===== src/hw/rtl/wfc_pkg.sv =====
// Package for the weigh fill controller: shared types, codes and fixed constants.
// Used by wfc_ctrl, weigh_fill_controller and the testbench; depends on nothing else.
package wfc_pkg;

    // Width of the threshold registers and of the reported readings.
    localparam int REG_W      = 25;
    localparam int MODE_W     = 2;
    localparam int DEB_W      = 16;
    localparam int NUM_THR    = 3;
    localparam int CFG_IDX_W  = 2;
    localparam int M_TDATA_W  = 56;

    // Debounce history: upper bits forced high, one press is the pattern below.
    localparam logic [DEB_W-1:0] DEB_FORCE = 16'hE000;
    localparam logic [DEB_W-1:0] DEB_PRESS = 16'hF000;

    // Mode codes.
    localparam logic [MODE_W-1:0] MODE_0      = 2'd0;
    localparam logic [MODE_W-1:0] MODE_1      = 2'd1;
    localparam logic [MODE_W-1:0] MODE_2      = 2'd2;
    localparam logic [MODE_W-1:0] MODE_MANUAL = 2'd3;

    // Configuration register indexes.
    localparam logic [CFG_IDX_W-1:0] CFG_THR_MODE0 = 2'd0;
    localparam logic [CFG_IDX_W-1:0] CFG_THR_MODE1 = 2'd1;
    localparam logic [CFG_IDX_W-1:0] CFG_THR_MODE2 = 2'd2;

    typedef logic signed [REG_W-1:0] thr_t;

    // Threshold reset values.
    localparam thr_t THR_RESET_MODE0 = 25'sd220000;
    localparam thr_t THR_RESET_MODE1 = 25'sd240000;
    localparam thr_t THR_RESET_MODE2 = 25'sd250000;

    // Threshold of the manual mode.
    localparam thr_t THR_MANUAL = '1;

    typedef enum logic [1:0] {
        PH_IDLE   = 2'd0,
        PH_AUTO   = 2'd1,
        PH_MANUAL = 2'd2
    } phase_t;

    // One result item, relay_on in the lowest bit.
    typedef struct packed {
        logic signed [REG_W-1:0] last_median;
        logic signed [REG_W-1:0] net_reading;
        logic                    fill_done;
        logic [MODE_W-1:0]       current_mode;
        logic                    relay_on;
    } result_t;

endpackage


===== src/hw/rtl/wfc_median.sv =====
// Median selector for one group of readings, built from parallel rank counts.
// Depends on nothing but its parameters.
module wfc_median #(
    parameter int N = 3,
    parameter int W = 25
) (
    input  logic signed [W-1:0] vals [N],
    output logic signed [W-1:0] med
);
    localparam int RANK_W = $clog2(N) + 1;
    localparam int MID    = (N - 1) / 2;

    logic [RANK_W-1:0] rank [N];

    // Each value's rank counts the values below it; equal values are ordered
    // by position so that every rank appears exactly once.
    always_comb begin
        for (int i = 0; i < N; i++) begin
            rank[i] = '0;
            for (int j = 0; j < N; j++) begin
                if (j != i) begin
                    if ((vals[j] < vals[i]) || ((vals[j] == vals[i]) && (j < i))) begin
                        rank[i] = rank[i] + RANK_W'(1);
                    end
                end
            end
        end
    end

    always_comb begin
        med = '0;
        for (int i = 0; i < N; i++) begin
            if (rank[i] == RANK_W'(MID)) begin
                med = med | vals[i];
            end
        end
    end

endmodule


===== src/hw/rtl/wfc_ctrl.sv =====
// Fill control state: debounce, mode, fill phase, group store and median hold.
// Depends on wfc_pkg and wfc_median.
module wfc_ctrl #(
    parameter int GROUP_SIZE  = 3,
    parameter int SAMPLE_BITS = 24
) (
    input  logic                          aclk,
    input  logic                          aresetn,
    input  logic                          step,
    input  logic signed [SAMPLE_BITS-1:0] raw_sample,
    input  logic                          dispense_level,
    input  logic                          mode_level,
    input  wfc_pkg::thr_t                 thresholds [wfc_pkg::NUM_THR],
    output wfc_pkg::result_t              result
);
    import wfc_pkg::*;

    localparam int NET_W       = SAMPLE_BITS + 1;
    localparam int CMP_W       = (NET_W > REG_W) ? NET_W : REG_W;
    localparam int STORE_DEPTH = (GROUP_SIZE > 1) ? GROUP_SIZE - 1 : 1;
    localparam int CNT_W       = (GROUP_SIZE > 1) ? $clog2(GROUP_SIZE) : 1;
    localparam int IDX_W       = (STORE_DEPTH > 1) ? $clog2(STORE_DEPTH) : 1;
    localparam logic [CNT_W-1:0] CNT_LAST = CNT_W'(GROUP_SIZE - 1);

    logic [DEB_W-1:0]        deb_reg, deb_next;
    logic [MODE_W-1:0]       mode_reg, mode_next;
    phase_t                  phase_reg, phase_next;
    logic [CNT_W-1:0]        count_reg, count_next;
    logic                    pending_reg, pending_next;
    logic signed [CMP_W-1:0] median_reg, median_next;
    logic signed [CMP_W-1:0] store_reg [STORE_DEPTH];

    logic signed [CMP_W-1:0] net;
    logic signed [CMP_W-1:0] thr_cur;
    logic signed [CMP_W-1:0] group_vals [GROUP_SIZE];
    logic signed [CMP_W-1:0] group_med;
    thr_t                    thr_sel;
    logic                    store_we;
    logic                    press;
    logic                    relay;
    logic                    done;

    assign net = -CMP_W'(raw_sample);

    always_comb begin
        unique case (mode_reg)
            MODE_0:      thr_sel = thresholds[0];
            MODE_1:      thr_sel = thresholds[1];
            MODE_2:      thr_sel = thresholds[2];
            MODE_MANUAL: thr_sel = THR_MANUAL;
            default:     thr_sel = THR_MANUAL;
        endcase
    end

    assign thr_cur = CMP_W'(thr_sel);

    // The last value of a group is the reading of this item.
    always_comb begin
        for (int i = 0; i < GROUP_SIZE - 1; i++) begin
            group_vals[i] = store_reg[i];
        end
        group_vals[GROUP_SIZE-1] = net;
    end

    wfc_median #(
        .N (GROUP_SIZE),
        .W (CMP_W)
    ) u_median (
        .vals (group_vals),
        .med  (group_med)
    );

    always_comb begin
        deb_next     = deb_reg;
        mode_next    = mode_reg;
        phase_next   = phase_reg;
        count_next   = count_reg;
        pending_next = pending_reg;
        median_next  = median_reg;
        store_we     = 1'b0;
        press        = 1'b0;
        relay        = 1'b0;
        done         = 1'b0;

        unique case (phase_reg)
            PH_AUTO: begin
                relay = 1'b1;
                if (count_reg != CNT_LAST) begin
                    store_we   = 1'b1;
                    count_next = count_reg + CNT_W'(1);
                end else begin
                    median_next = group_med;
                    count_next  = '0;
                    if (group_med >= thr_cur) begin
                        relay      = 1'b0;
                        done       = 1'b1;
                        phase_next = PH_IDLE;
                        if (pending_reg) begin
                            mode_next    = mode_reg + MODE_W'(1);
                            pending_next = 1'b0;
                        end
                    end
                end
            end
            PH_MANUAL: begin
                relay = 1'b1;
                if (dispense_level) begin
                    relay      = 1'b0;
                    done       = 1'b1;
                    phase_next = PH_IDLE;
                    count_next = '0;
                    if (pending_reg) begin
                        mode_next    = mode_reg + MODE_W'(1);
                        pending_next = 1'b0;
                    end
                end
            end
            default: begin
                // Idle, and any code that is not a fill phase.
                phase_next = PH_IDLE;
                deb_next   = {deb_reg[DEB_W-2:0], ~mode_level} | DEB_FORCE;
                press      = (deb_next == DEB_PRESS);
                if (!dispense_level && (net < thr_cur)) begin
                    relay      = 1'b1;
                    count_next = '0;
                    phase_next = (mode_reg == MODE_MANUAL) ? PH_MANUAL : PH_AUTO;
                    if (press) begin
                        pending_next = 1'b1;
                    end
                end else if (press) begin
                    mode_next = mode_reg + MODE_W'(1);
                end
            end
        endcase
    end

    always_ff @(posedge aclk) begin
        if (!aresetn) begin
            deb_reg     <= '0;
            mode_reg    <= MODE_0;
            phase_reg   <= PH_IDLE;
            count_reg   <= '0;
            pending_reg <= 1'b0;
            median_reg  <= '0;
        end else if (step) begin
            deb_reg     <= deb_next;
            mode_reg    <= mode_next;
            phase_reg   <= phase_next;
            count_reg   <= count_next;
            pending_reg <= pending_next;
            median_reg  <= median_next;
        end
    end

    always_ff @(posedge aclk) begin
        if (step && store_we) begin
            store_reg[count_reg[IDX_W-1:0]] <= net;
        end
    end

    always_comb begin
        result.relay_on     = relay;
        result.current_mode = mode_next;
        result.fill_done    = done;
        result.net_reading  = net[REG_W-1:0];
        result.last_median  = median_next[REG_W-1:0];
    end

    // A finished fill leaves the block idle with no press held back.
    a_done_idle: assert property (@(posedge aclk) disable iff (!aresetn)
        step && result.fill_done |=> (phase_reg == PH_IDLE) && !pending_reg)
        else $error("fill end did not return to idle");

    // A held-back press exists only while a fill runs.
    a_pending_fill: assert property (@(posedge aclk) disable iff (!aresetn)
        pending_reg |-> (phase_reg == PH_AUTO) || (phase_reg == PH_MANUAL))
        else $error("pending press outside a fill");

    // An automatic fill that keeps the relay on stays an automatic fill.
    a_auto_stays: assert property (@(posedge aclk) disable iff (!aresetn)
        step && (phase_reg == PH_AUTO) && result.relay_on |=> phase_reg == PH_AUTO)
        else $error("automatic fill left while relay on");

    // Without an item the mode and debounce history do not move.
    a_hold: assert property (@(posedge aclk) disable iff (!aresetn)
        !step |=> $stable(mode_reg) && $stable(deb_reg))
        else $error("state changed without an item");

endmodule


===== src/hw/rtl/weigh_fill_controller.sv =====
// Weigh fill controller, top level. An item accepted into the input register
// goes through wfc_ctrl to the result register that drives m_tdata and m_tvalid.
// Throughput: one item per cycle while m_tready is high; the input register and
// the result register both advance in the same cycle, so the stream never stalls on its own.
// Reset (aresetn low at a clock edge) empties both registers, restores the three
// thresholds and clears debounce, mode, fill phase, group count and median.
// Depends on wfc_pkg and wfc_ctrl.
module weigh_fill_controller #(
    parameter int GROUP_SIZE  = 3,
    parameter int SAMPLE_BITS = 24,
    localparam int S_TDATA_W  = ((SAMPLE_BITS + 2 + 7) / 8) * 8
) (
    input  logic                               aclk,
    input  logic                               aresetn,
    // Input items.
    input  logic                               s_tvalid,
    output logic                               s_tready,
    // Fields from bit 0: raw_sample, dispense_level, mode_level, zero padding.
    input  logic [S_TDATA_W-1:0]               s_tdata,
    // Result items.
    output logic                               m_tvalid,
    input  logic                               m_tready,
    // Fields from bit 0: relay_on, current_mode, fill_done, net_reading,
    // last_median, zero padding.
    output logic [wfc_pkg::M_TDATA_W-1:0]      m_tdata,
    // Threshold register writes.
    input  logic                               cfg_valid,
    output logic                               cfg_ready,
    input  logic [wfc_pkg::CFG_IDX_W-1:0]      cfg_index,
    input  logic [wfc_pkg::REG_W-1:0]          cfg_data
);
    import wfc_pkg::*;

    localparam int RES_W = $bits(result_t);

    // Input register: holds one accepted item until it is worked on.
    logic                          in_valid_reg;
    logic signed [SAMPLE_BITS-1:0] raw_reg;
    logic                          disp_reg;
    logic                          mode_lvl_reg;

    // Result register.
    logic                          out_valid_reg;
    logic [M_TDATA_W-1:0]          out_data_reg;

    thr_t                          thr_reg [NUM_THR];
    result_t                       result;
    logic                          advance;

    // The item in the input register moves on whenever the result register is
    // empty or is being emptied this cycle; that is also the state update.
    assign advance  = in_valid_reg && (!out_valid_reg || m_tready);
    assign s_tready = !in_valid_reg || advance;
    assign m_tvalid = out_valid_reg;
    assign m_tdata  = out_data_reg;

    // Threshold writes are always taken; an index beyond the list is dropped.
    assign cfg_ready = 1'b1;

    always_ff @(posedge aclk) begin
        if (!aresetn) begin
            thr_reg[0] <= THR_RESET_MODE0;
            thr_reg[1] <= THR_RESET_MODE1;
            thr_reg[2] <= THR_RESET_MODE2;
        end else if (cfg_valid) begin
            unique case (cfg_index)
                CFG_THR_MODE0: thr_reg[0] <= cfg_data;
                CFG_THR_MODE1: thr_reg[1] <= cfg_data;
                CFG_THR_MODE2: thr_reg[2] <= cfg_data;
                default: ;
            endcase
        end
    end

    always_ff @(posedge aclk) begin
        if (!aresetn) begin
            in_valid_reg <= 1'b0;
        end else if (s_tready) begin
            in_valid_reg <= s_tvalid;
        end
    end

    always_ff @(posedge aclk) begin
        if (s_tvalid && s_tready) begin
            raw_reg      <= s_tdata[SAMPLE_BITS-1:0];
            disp_reg     <= s_tdata[SAMPLE_BITS];
            mode_lvl_reg <= s_tdata[SAMPLE_BITS+1];
        end
    end

    wfc_ctrl #(
        .GROUP_SIZE  (GROUP_SIZE),
        .SAMPLE_BITS (SAMPLE_BITS)
    ) u_ctrl (
        .aclk           (aclk),
        .aresetn        (aresetn),
        .step           (advance),
        .raw_sample     (raw_reg),
        .dispense_level (disp_reg),
        .mode_level     (mode_lvl_reg),
        .thresholds     (thr_reg),
        .result         (result)
    );

    always_ff @(posedge aclk) begin
        if (!aresetn) begin
            out_valid_reg <= 1'b0;
        end else if (advance) begin
            out_valid_reg <= 1'b1;
        end else if (m_tready) begin
            out_valid_reg <= 1'b0;
        end
    end

    always_ff @(posedge aclk) begin
        if (advance) begin
            out_data_reg <= {{(M_TDATA_W - RES_W){1'b0}}, result};
        end
    end

endmodule


===== config.mk =====
export PLATFORM = sky130hd
export DESIGN_NAME = weigh_fill_controller
export DESIGN_NICKNAME = d
export VERILOG_FILES = /design/src/hw/rtl/wfc_pkg.sv /design/src/hw/rtl/wfc_median.sv /design/src/hw/rtl/wfc_ctrl.sv /design/src/hw/rtl/weigh_fill_controller.sv
export SDC_FILE = /design/constraint.sdc
export NUM_CORES = 1
export LEC_CHECK = 0
export ABC_AREA = 1
export BUFFER_PORTS_ARGS = -buffer_cell sky130_fd_sc_hd__clkbuf_2
export CAP_MARGIN = 20
export CORE_ASPECT_RATIO = 0.7
export CORE_MARGIN = 1.5
export CORE_UTILIZATION = 35
export DETAILED_ROUTE_END_ITERATION = 8
export SYNTH_ARGS = -nofsm -noshare
export SYNTH_HDL_FRONTEND = slang
export SYNTH_HIERARCHICAL = 1
export SYNTH_SLANG_ARGS = --single-unit

===== constraint.sdc =====
create_clock -name aclk -period 9.3 [get_ports aclk]
set_input_delay 2.79 -clock aclk [delete_from_list [all_inputs] [get_ports aclk]]
set_output_delay 2.79 -clock aclk [all_outputs]
set_load 0.01 [all_outputs]

# --- Yosys cells after proc, flatten, opt, wreduce, memory -nomap -nowiden ---
# Memories as Yosys holds them, arrays and structs flattened.
# Cells that the tools add are included.
word_totals:
  reg_bits: 201
  ram_bits: 50
  input_bits: 64
  out_inout_bits: 59
  elab_cells: 126
  memories: 1
op_classes:
  add_sub_neg: 6
  magnitude_cmp: 8
  n_eq_ne: 18
  n_mux: 49
  bitwise_logic: 4
  n_reduce_logical: 25
memory_table:
  columns: ["name", "depth", "word_bits", "read_ports", "rd_ports_with_merged_regs", "wr", "line", "rtl"]
  rows:
  - ["u_ctrl.store_reg", 2, 25, 2, 0, 1, "wfc_ctrl.sv:31", "logic signed [CMP_W-1:0] store_reg [STORE_DEPTH];"]
op_table:
  columns: ["op", "count"]
  rows:
  - ["< comparator 25 bit", 7]
  - ["2-to-1 mux 25 bit", 5]
  - ["one-hot mux 25 bit (4 select lines)", 1]
  - ["equality test 25 bit", 3]
  - ["bitwise OR 25 bit", 2]
  - ["2-to-1 mux 2 bit", 14]
  - ["greater-or-equal comparator 25 bit", 1]
  - ["negation 24 -> 25 bit", 1]
  - ["2-to-1 mux 1 bit", 21]
  - ["equality test 13 bit (second input constant)", 1]
  - ["one-hot mux 2 bit (2 select lines)", 3]
  - ["equality test 2 x 1 -> 1 bit (second input constant)", 4]
  - ["equality test 2 bit (second input constant)", 4]
  - ["AND reduction 2 bit", 4]
  - ["equality test 3 x 1 -> 1 bit (second input constant)", 2]
  - ["2-to-1 mux 3 bit", 2]
  - ["inequality test 2 bit (second input constant)", 3]
  - ["one-hot mux 1 bit (2 select lines)", 3]
  - ["AND reduction 6 bit", 1]
  - ["nonzero test 3 bit", 2]
  - ["logical OR 1 bit", 5]
  - ["adder 1 x 1 -> 2 bit (second input constant)", 2]
  - ["adder 2 x 1 -> 2 bit (second input constant)", 2]
  - ["logical AND 1 bit", 4]
  - ["other kinds (9)", 13]

# --- Logic depth before layout (Yosys ltp) ---
# Gate-level depths: netlist (run 1).
# An unclocked memory read counts as a cell.
depth:
  word_depth: 15
  mapped_depth: 48
  mapped_depth_nobuf: 48

# --- By module ---
# The synthesis (run 1) kept the hierarchy.
modules_own_cells:
  columns: ["mod", "n_inst", "cells_each", "area_each_um2", "seq_area_each_um2"]
  rows:
  - ["wfc_ctrl", 1, 835, 6236.0, 2382.3]
  - ["weigh_fill_controller", 1, 537, 5515.3, 3943.8]
  - ["wfc_median", 1, 474, 2757.6, 0.0]

# --- Least setup slack after synthesis (run 1) ---
# No wires, ideal clock.
synth_timing:
  path_type: "input port to flip-flop"
  from: "input port m_tready"
  to: "memory u_ctrl/store_reg[0][0] (netlist name) (enable)"
  setup_time_ps: 438
  t_arrival_ps: 8729
  required_ps: 8862
  slack_ps: 132
  stages: 5
  n_path_buf: 1
  cell_sequence: "inv_1 a21oi_1 clkinv_1 clkbuf_1 nor3_1"
synth_between:
  elab_chain_cells: 5
synth_rtl:
  columns: ["item", "line", "rtl"]
  rows:
  - ["start: declaration", "weigh_fill_controller.sv:22", "input logic m_tready,"]
  - ["logical OR 1 bit", "weigh_fill_controller.sv:52", "assign advance = in_valid_reg && (!out_valid_reg || m_tready);"]
  - ["logical AND 1 bit", "weigh_fill_controller.sv:52", null]
  - ["net advance", "weigh_fill_controller.sv:48", "logic advance;"]
  - ["logical AND 1 bit", "wfc_ctrl.sv:156", "if (step && store_we) begin"]
  - ["2-to-1 mux 1 bit", "wfc_ctrl.sv:156", null]
  - ["2-to-1 mux 1 bit (not written as such)", "wfc_ctrl.sv:157", "store_reg[count_reg[IDX_W-1:0]] <= net;"]
  - ["end: declaration", "wfc_ctrl.sv:31", null]
# The timed path passes the listed nets, and every way through them passes these cells.

==> results of run 1 <==
[final timing paths]
check / to / depth (start not counted)
setup / recovery: u_ctrl/pending_reg / 36
hold / removal: thr_reg[66] / 2
setup reg to reg: u_ctrl/pending_reg / 36
hold reg to reg: thr_reg[66] / 2
[routing by layer]
metal | global-route usage | part of all wire
met1 | 0.294 | 0.49
met2 | 0.271 | 0.40
met3 | 0.0420 | 0.097
met4 | 0.0376 | 0.017
met5 | 0 | 0
[metrics by stage]
stage          hold slack (ps)  utilization  worst slack (ps)  instances  power, W
6_report                   452        0.395              1650       2471   0.00279
5_1_grt                    466        0.395              1180       2471   0.00292
4_1_cts                    454        0.395              1830       2471   0.00281
3_5_place_dp               437        0.375              1880       2423   0.00175
3_3_place_gp               433        0.375              1970       2423   0.00173
2_1_floorplan              421            -               132       1847   0.00160
[Yosys cell counts (all sizes together)]
cell type  instances  area [sq um]
a211oi             5          37.5
a21boi             1          7.51
a21o               7          52.6
a21oi             93           469
buf               65           432
clkbuf            30           116
clkinv             1          3.75
conb               2          7.51
dfxtp            121          2420
edfxtp           130          3900
ha               125          1560
inv              278          1040
mux2               1          11.3
nand2            414          1600
nand3            214          1100
nand3b             5          37.5
nand4             29           181
nor2             179           699
nor3              16          80.1
nor4               5          31.3
o211ai             2          15.0
o21a               1          7.51
o21ai             97           485
o21bai             1          7.51
o221ai             1          8.76
or2                5          31.3
xnor2              4          35.0
xor2              14           123
[kinds of logic (layout without fill, tap and decap cells)]
kind of cell | count (synthesis) | after routing | synth area share
other | 2 | 3 | 0.000518
buffers and inverters | 374 | 454 | 0.110
XOR/XNOR | 18 | 18 | 0.0109
multiplexers | 1 | 1 | 0.000776
AND/OR/NAND/NOR | 867 | 867 | 0.259
adder cells (fa/ha/maj) | 125 | 125 | 0.108
AO/OA/AOI/OAI | 208 | 208 | 0.0752
flip-flops | 251 | 251 | 0.436
[critical path, delay by kind of cell (launching register included)]
family	cells	cell delay, ps
AO/OA/AOI/OAI	1	50
buffers and inverters	3	440
flip-flops	1	500
XOR/XNOR	1	520
AND/OR/NAND/NOR	28	4970
adder cells (fa/ha/maj)	3	960
[where the power goes]
part | internal, W | switching (W)
clock network | 0.000614 | 0.000444
logic | 0.000150 | 0.000333
registers | 0.00122 | 0.0000263
total | 0.00199 | 0.000803
[cell type report]
type	instances	area, sq um
fill	4198	24800
multi-input combinational	1222	6620
sequential	251	6330
inverter	279	1050
clock buffer	35	706
tap	544	681
timing repair buffer	127	671
clock inverter	13	138
==> impl_metrics.env, run 1 <==
export IMPL_fin_skew_ps=16.3
export IMPL_required_ps=9680
export IMPL_cts_setup_buffers=0
export IMPL_final_layout_size_suffix_gt1_frac=0.102
export IMPL_wl_per_cell_um=16.7
export IMPL_ios=123
export IMPL_hold_path_class="reg2reg"
export IMPL_die_h_um=173
export IMPL_rsz0062_at_grt="false"
export IMPL_clock_path_buffers=3
export IMPL_p_per_area_nw_per_um2=172
export IMPL_portBuffers=113
export IMPL_slew_headroom=0.333
export IMPL_synth_area_sq_um=14500
export IMPL_fp_dieW_um=246
export IMPL_drt_iter0_markers=1217
export IMPL_cts_htree_levels=1
export IMPL_cts_buffers=26
export IMPL_num_vias=12300
export IMPL_r2r_start="raw_reg[0]"
export IMPL_placed_area_sq_um=15300
export IMPL_ir_worst_vdd_uv=146
export IMPL_crit_path_start="raw_reg[0]"
export IMPL_antenna_found_initial=0
export IMPL_arrival_ps=8040
export IMPL_critPathMaxFanout=16
export IMPL_outcome="finished clean"
export IMPL_finalSetupTns_ps=0
export IMPL_ys_types=43
export IMPL_drt_wl_total_um=41300
export IMPL_die_area_sq_um=42700
export IMPL_max_freq_ghz=0.131
export IMPL_initial_utilization=0.354
export IMPL_gp_congestion=0.940
export IMPL_synth_cells=1846
export IMPL_grt_max_degree=93
export IMPL_layout_commonest_cell="nand2_1"
export IMPL_startpoint_type="register"
export IMPL_grt_pass1_vias=11300
export IMPL_period_needed_ps=7650
export IMPL_final_area_sq_um=16200
export IMPL_largest_reg_flops=75
export IMPL_clockRootBuffer="clkbuf_16"
export IMPL_diodes=0
export IMPL_cts_tree="done"
export IMPL_hold_start="thr_reg[66]"
export IMPL_cp_slowest_cell="xor2_1"
export IMPL_cap_viol_max_count=0
export IMPL_hold_viol_final=0
export IMPL_critPathCaptureType="register"
export IMPL_cts_resized_gates=0
export IMPL_rows=62
export IMPL_grt_util_all_layers=0.191
export IMPL_avgViaCountPerCell=4.99
export IMPL_setup_worst_path_class="reg2reg"
export IMPL_nets=2096
export IMPL_grt_pass1_wl_um=63400
export IMPL_hpwl_um=29800
export IMPL_insertion_delay_ps=550
export IMPL_synth_seq_cells=251
export IMPL_r2r_slack_ps=1650
export IMPL_grt_ovfl_total=0
export IMPL_max_stage_delay_ps=520
export IMPL_syn_to_final_growth_pct=11.5
export IMPL_postRouteAntennaNets=0
export IMPL_ys_warn_count=6
export IMPL_avgSynthCellArea_sq_um=7.86
export IMPL_cts_sinks=251
export IMPL_crit_top_cell="nand2_1"
export IMPL_first_pass_iters=6
export IMPL_leakagePower_nw=7.69
export IMPL_post_route_period_util=0.823
export IMPL_drv_slew=0
export IMPL_setup_violations=0
export IMPL_tightest_slew_ps=999
export IMPL_yosysSeqAreaShare=0.436
export IMPL_layout_common_cells="403 x nand2_1, 272 x inv_1, 210 x nand3_1, 171 x nor2_1, 130 x edfxtp_1"
export IMPL_drt_drc_violations_left=0
export IMPL_core_sq_um=41000
export IMPL_clk_pin_slew_ps=60
export IMPL_hold_buffers=0
(Power assumes the default switching activity.)
==> run 2: changes to the inputs <==
Clock period 9.3 ns to 7.45 ns, I/O delays scaled along.
==> run 2 against run 1 <==
Against the previous run:
- critical path type unchanged
- register-to-register slack lost 1000 ps
- hold slack about the same
- die area stayed put
- largest cell class unchanged
- power up 27%
- clock-buffer cell count increased by 2
- via count increased by 0.71%
- fmax is 12% higher
- clock skew is 9.1 ps lower
- sequential power grew 25%
- combinational power increased by 28%
- global-route usage increased by 0.26 points
- cell count increased by 0.93%
==> impl_metrics.env, run 2 (same netlist as run 1, synthesis figures left out) <==
export IMPL_outcome="finished clean"
export IMPL_cts_setup_buffers=0
export IMPL_clock_path_buffers=3
export IMPL_gp_congestion=0.940
export IMPL_insertion_delay_ps=560
export IMPL_endpoint="u_ctrl/pending_reg"
export IMPL_portBuffers=113
export IMPL_antenna_found_initial=2
export IMPL_hpwl_um=30400
export IMPL_regArea_sq_um=6330
export IMPL_num_vias=12400
export IMPL_max_stage_delay_ps=400
export IMPL_post_route_period_util=0.916
export IMPL_cap_viol_max_count=0
export IMPL_seq_power_share=0.438
export IMPL_highest_layer="met4"
export IMPL_p_sw_frac=0.286
export IMPL_cts_tree="done"
export IMPL_initial_utilization=0.354
export IMPL_fin_skew_ps=7.20
export IMPL_avgViaCountPerCell=4.98
export IMPL_met2_wirelength_um=16800
export IMPL_clockRootBuffer="clkbuf_16"
export IMPL_n_fill_cell=4133
export IMPL_fin_ws_ps=626
export IMPL_layout_commonest_cell="nand2_1"
export IMPL_grt_util_all_layers=0.193
export IMPL_period_needed_ps=6820
export IMPL_grt_pass1_vias=11400
export IMPL_final_layout_size_suffix_gt1_frac=0.117
export IMPL_syn_to_final_growth_pct=13.2
export IMPL_drt_wl_total_um=41800
export IMPL_die_h_um=173
export IMPL_combPwrFrac=0.174
export IMPL_required_ps=7840
export IMPL_finalSetupTns_ps=0
export IMPL_hold_viol_final=0
export IMPL_setup_worst_path_class="reg2reg"
export IMPL_cts_htree_levels=1
export IMPL_rsz0062_at_grt="false"
export IMPL_grt_pass1_wl_um=64600
export IMPL_grt_max_degree=92
export IMPL_cts_sinks=251
export IMPL_drt_met1_wl_um=20400
export IMPL_startpoint_type="register"
export IMPL_core_sq_um=41000
export IMPL_clk_pin_slew_ps=60
export IMPL_drt_iter0_markers=1243
export IMPL_r2r_start="raw_reg[0]"
export IMPL_ir_worst_vdd_uv=194
export IMPL_rows=62
export IMPL_ios=123
export IMPL_slew_headroom=0.303
export IMPL_leakagePower_nw=7.83
export IMPL_drv_slew=0
export IMPL_postRouteAntennaNets=0
export IMPL_p_per_area_nw_per_um2=216
export IMPL_cts_buffers=26
export IMPL_critPathMaxFanout=25
export IMPL_grt_ovfl_total=0
export IMPL_setup_violations=0
export IMPL_hold_path_class="reg2reg"
export IMPL_drt_drc_violations_left=0
export IMPL_p_clk_frac=0.388
export IMPL_multi_input_area_sq_um=6620
export IMPL_largest_reg_flops=75
export IMPL_ff2ff_path_depth=40
export IMPL_first_pass_iters=6
export IMPL_fp_dieW_um=246
export IMPL_r2r_end="u_ctrl/pending_reg"
export IMPL_diodes=0
export IMPL_critPathCaptureType="register"
export IMPL_switching_power_w=0.00102
export IMPL_dpl_worst_slack_ps=583
export IMPL_arrival_ps=7220
export IMPL_r2r_slack_ps=630
export IMPL_max_freq_ghz=0.147
export IMPL_dr_wl_met3_um=3840
export IMPL_cp_slowest_cell="edfxtp_1"
export IMPL_die_area_sq_um=42700
export IMPL_p_int_w=0.00253
export IMPL_layout_common_cells="403 x nand2_1, 272 x inv_1, 210 x nand3_1, 171 x nor2_1, 130 x edfxtp_1"
export IMPL_tightest_slew_ps=1040
export IMPL_wl_per_cell_um=16.8
export IMPL_crit_path_start="raw_reg[0]"
export IMPL_nets=2119
[run 2: cell types whose count changed in the layout (fill, tap and decap cells not counted), moves of 3 or more]
cell / change
clkinv_4: +3
buf_4: +23
clkbuf_1: -3
clkinv_1: -5
clkbuf_8: +4
[run 2: per-layer routing]
| layer | up-vias | track usage |
|---|---|---|
| li1 | 6156 | - |
| met3 | 57 | 0.0449 |
| met2 | 468 | 0.274 |
| met4 | 0 | 0.0409 |
| met5 | - | 0 |
| met1 | 5730 | 0.295 |
[run 2: worst min-delay path by stage]
stage / depth (start not counted) / slack (ps) / to / startpoint
6_report: 2 / 450 / thr_reg[56] / thr_reg[56]
5_1_grt: 2 / 470 / thr_reg[59] / thr_reg[59]
4_1_cts: 2 / 450 / thr_reg[61] / thr_reg[61]
3_5_place_dp: 2 / 440 / thr_reg[61] / thr_reg[61]
3_3_place_gp: 2 / 430 / thr_reg[62] / thr_reg[62]
2_1_floorplan: 2 / 420 / thr_reg[61] / thr_reg[61]
[run 2: power groups by stage]
| stage | registers (W) | clock network, W | logic (W) |
|---|---|---|---|
| 2_1_floorplan | 0.00159 | 0 | 0.000408 |
| 3_3_place_gp | 0.00158 | 0 | 0.000586 |
| 3_5_place_dp | 0.00159 | 0 | 0.000604 |
| 4_1_cts | 0.00156 | 0.00141 | 0.000609 |
| 5_1_grt | 0.00156 | 0.00146 | 0.000693 |
| 6_report | 0.00156 | 0.00138 | 0.000617 |
[run 2: area by class of cell]
class	instances	area share
Clock buffer	37	0.0460
Clock inverter	11	0.00876
Inverter	279	0.0638
Multi-Input combinational cell	1222	0.403
Sequential cell	251	0.385
Tap cell	544	0.0415
Timing Repair Buffer	150	0.0514
[run 2: repair_timing]
| item | in CTS | in global routing |
|---|---|---|
| hold buffers | 0 | 0 |
| resized for setup | 0 | 1 |
| endpoints found under the setup margin | 0 | 4 |
[run 2: worst max-delay path: cells and delay by family (launching register included)]
| kind | cells | cell delay [ps] |
|---|---|---|
| AO/OA/AOI/OAI | 2 | 100 |
| XOR/XNOR | 1 | 170 |
| adder cells (fa/ha/maj) | 2 | 670 |
| buffers and inverters | 7 | 1130 |
| flip-flops | 1 | 400 |
| AND/OR/NAND/NOR | 28 | 4160 |
[run 2: per-stage QoR]
step | hold slack (ps) | util | cell area, sq um | power [W] | instances
final | 452 | 0.401 | 16400 | 0.00355 | 2494
after CTS | 453 | 0.401 | 16400 | 0.00357 | 2494
after global placement | 434 | 0.379 | 15500 | 0.00217 | 2446
after global routing | 466 | 0.401 | 16400 | 0.00372 | 2494
after detailed placement | 438 | 0.379 | 15500 | 0.00219 | 2446
after floorplan | 421 | - | 14500 | 0.00199 | 1847
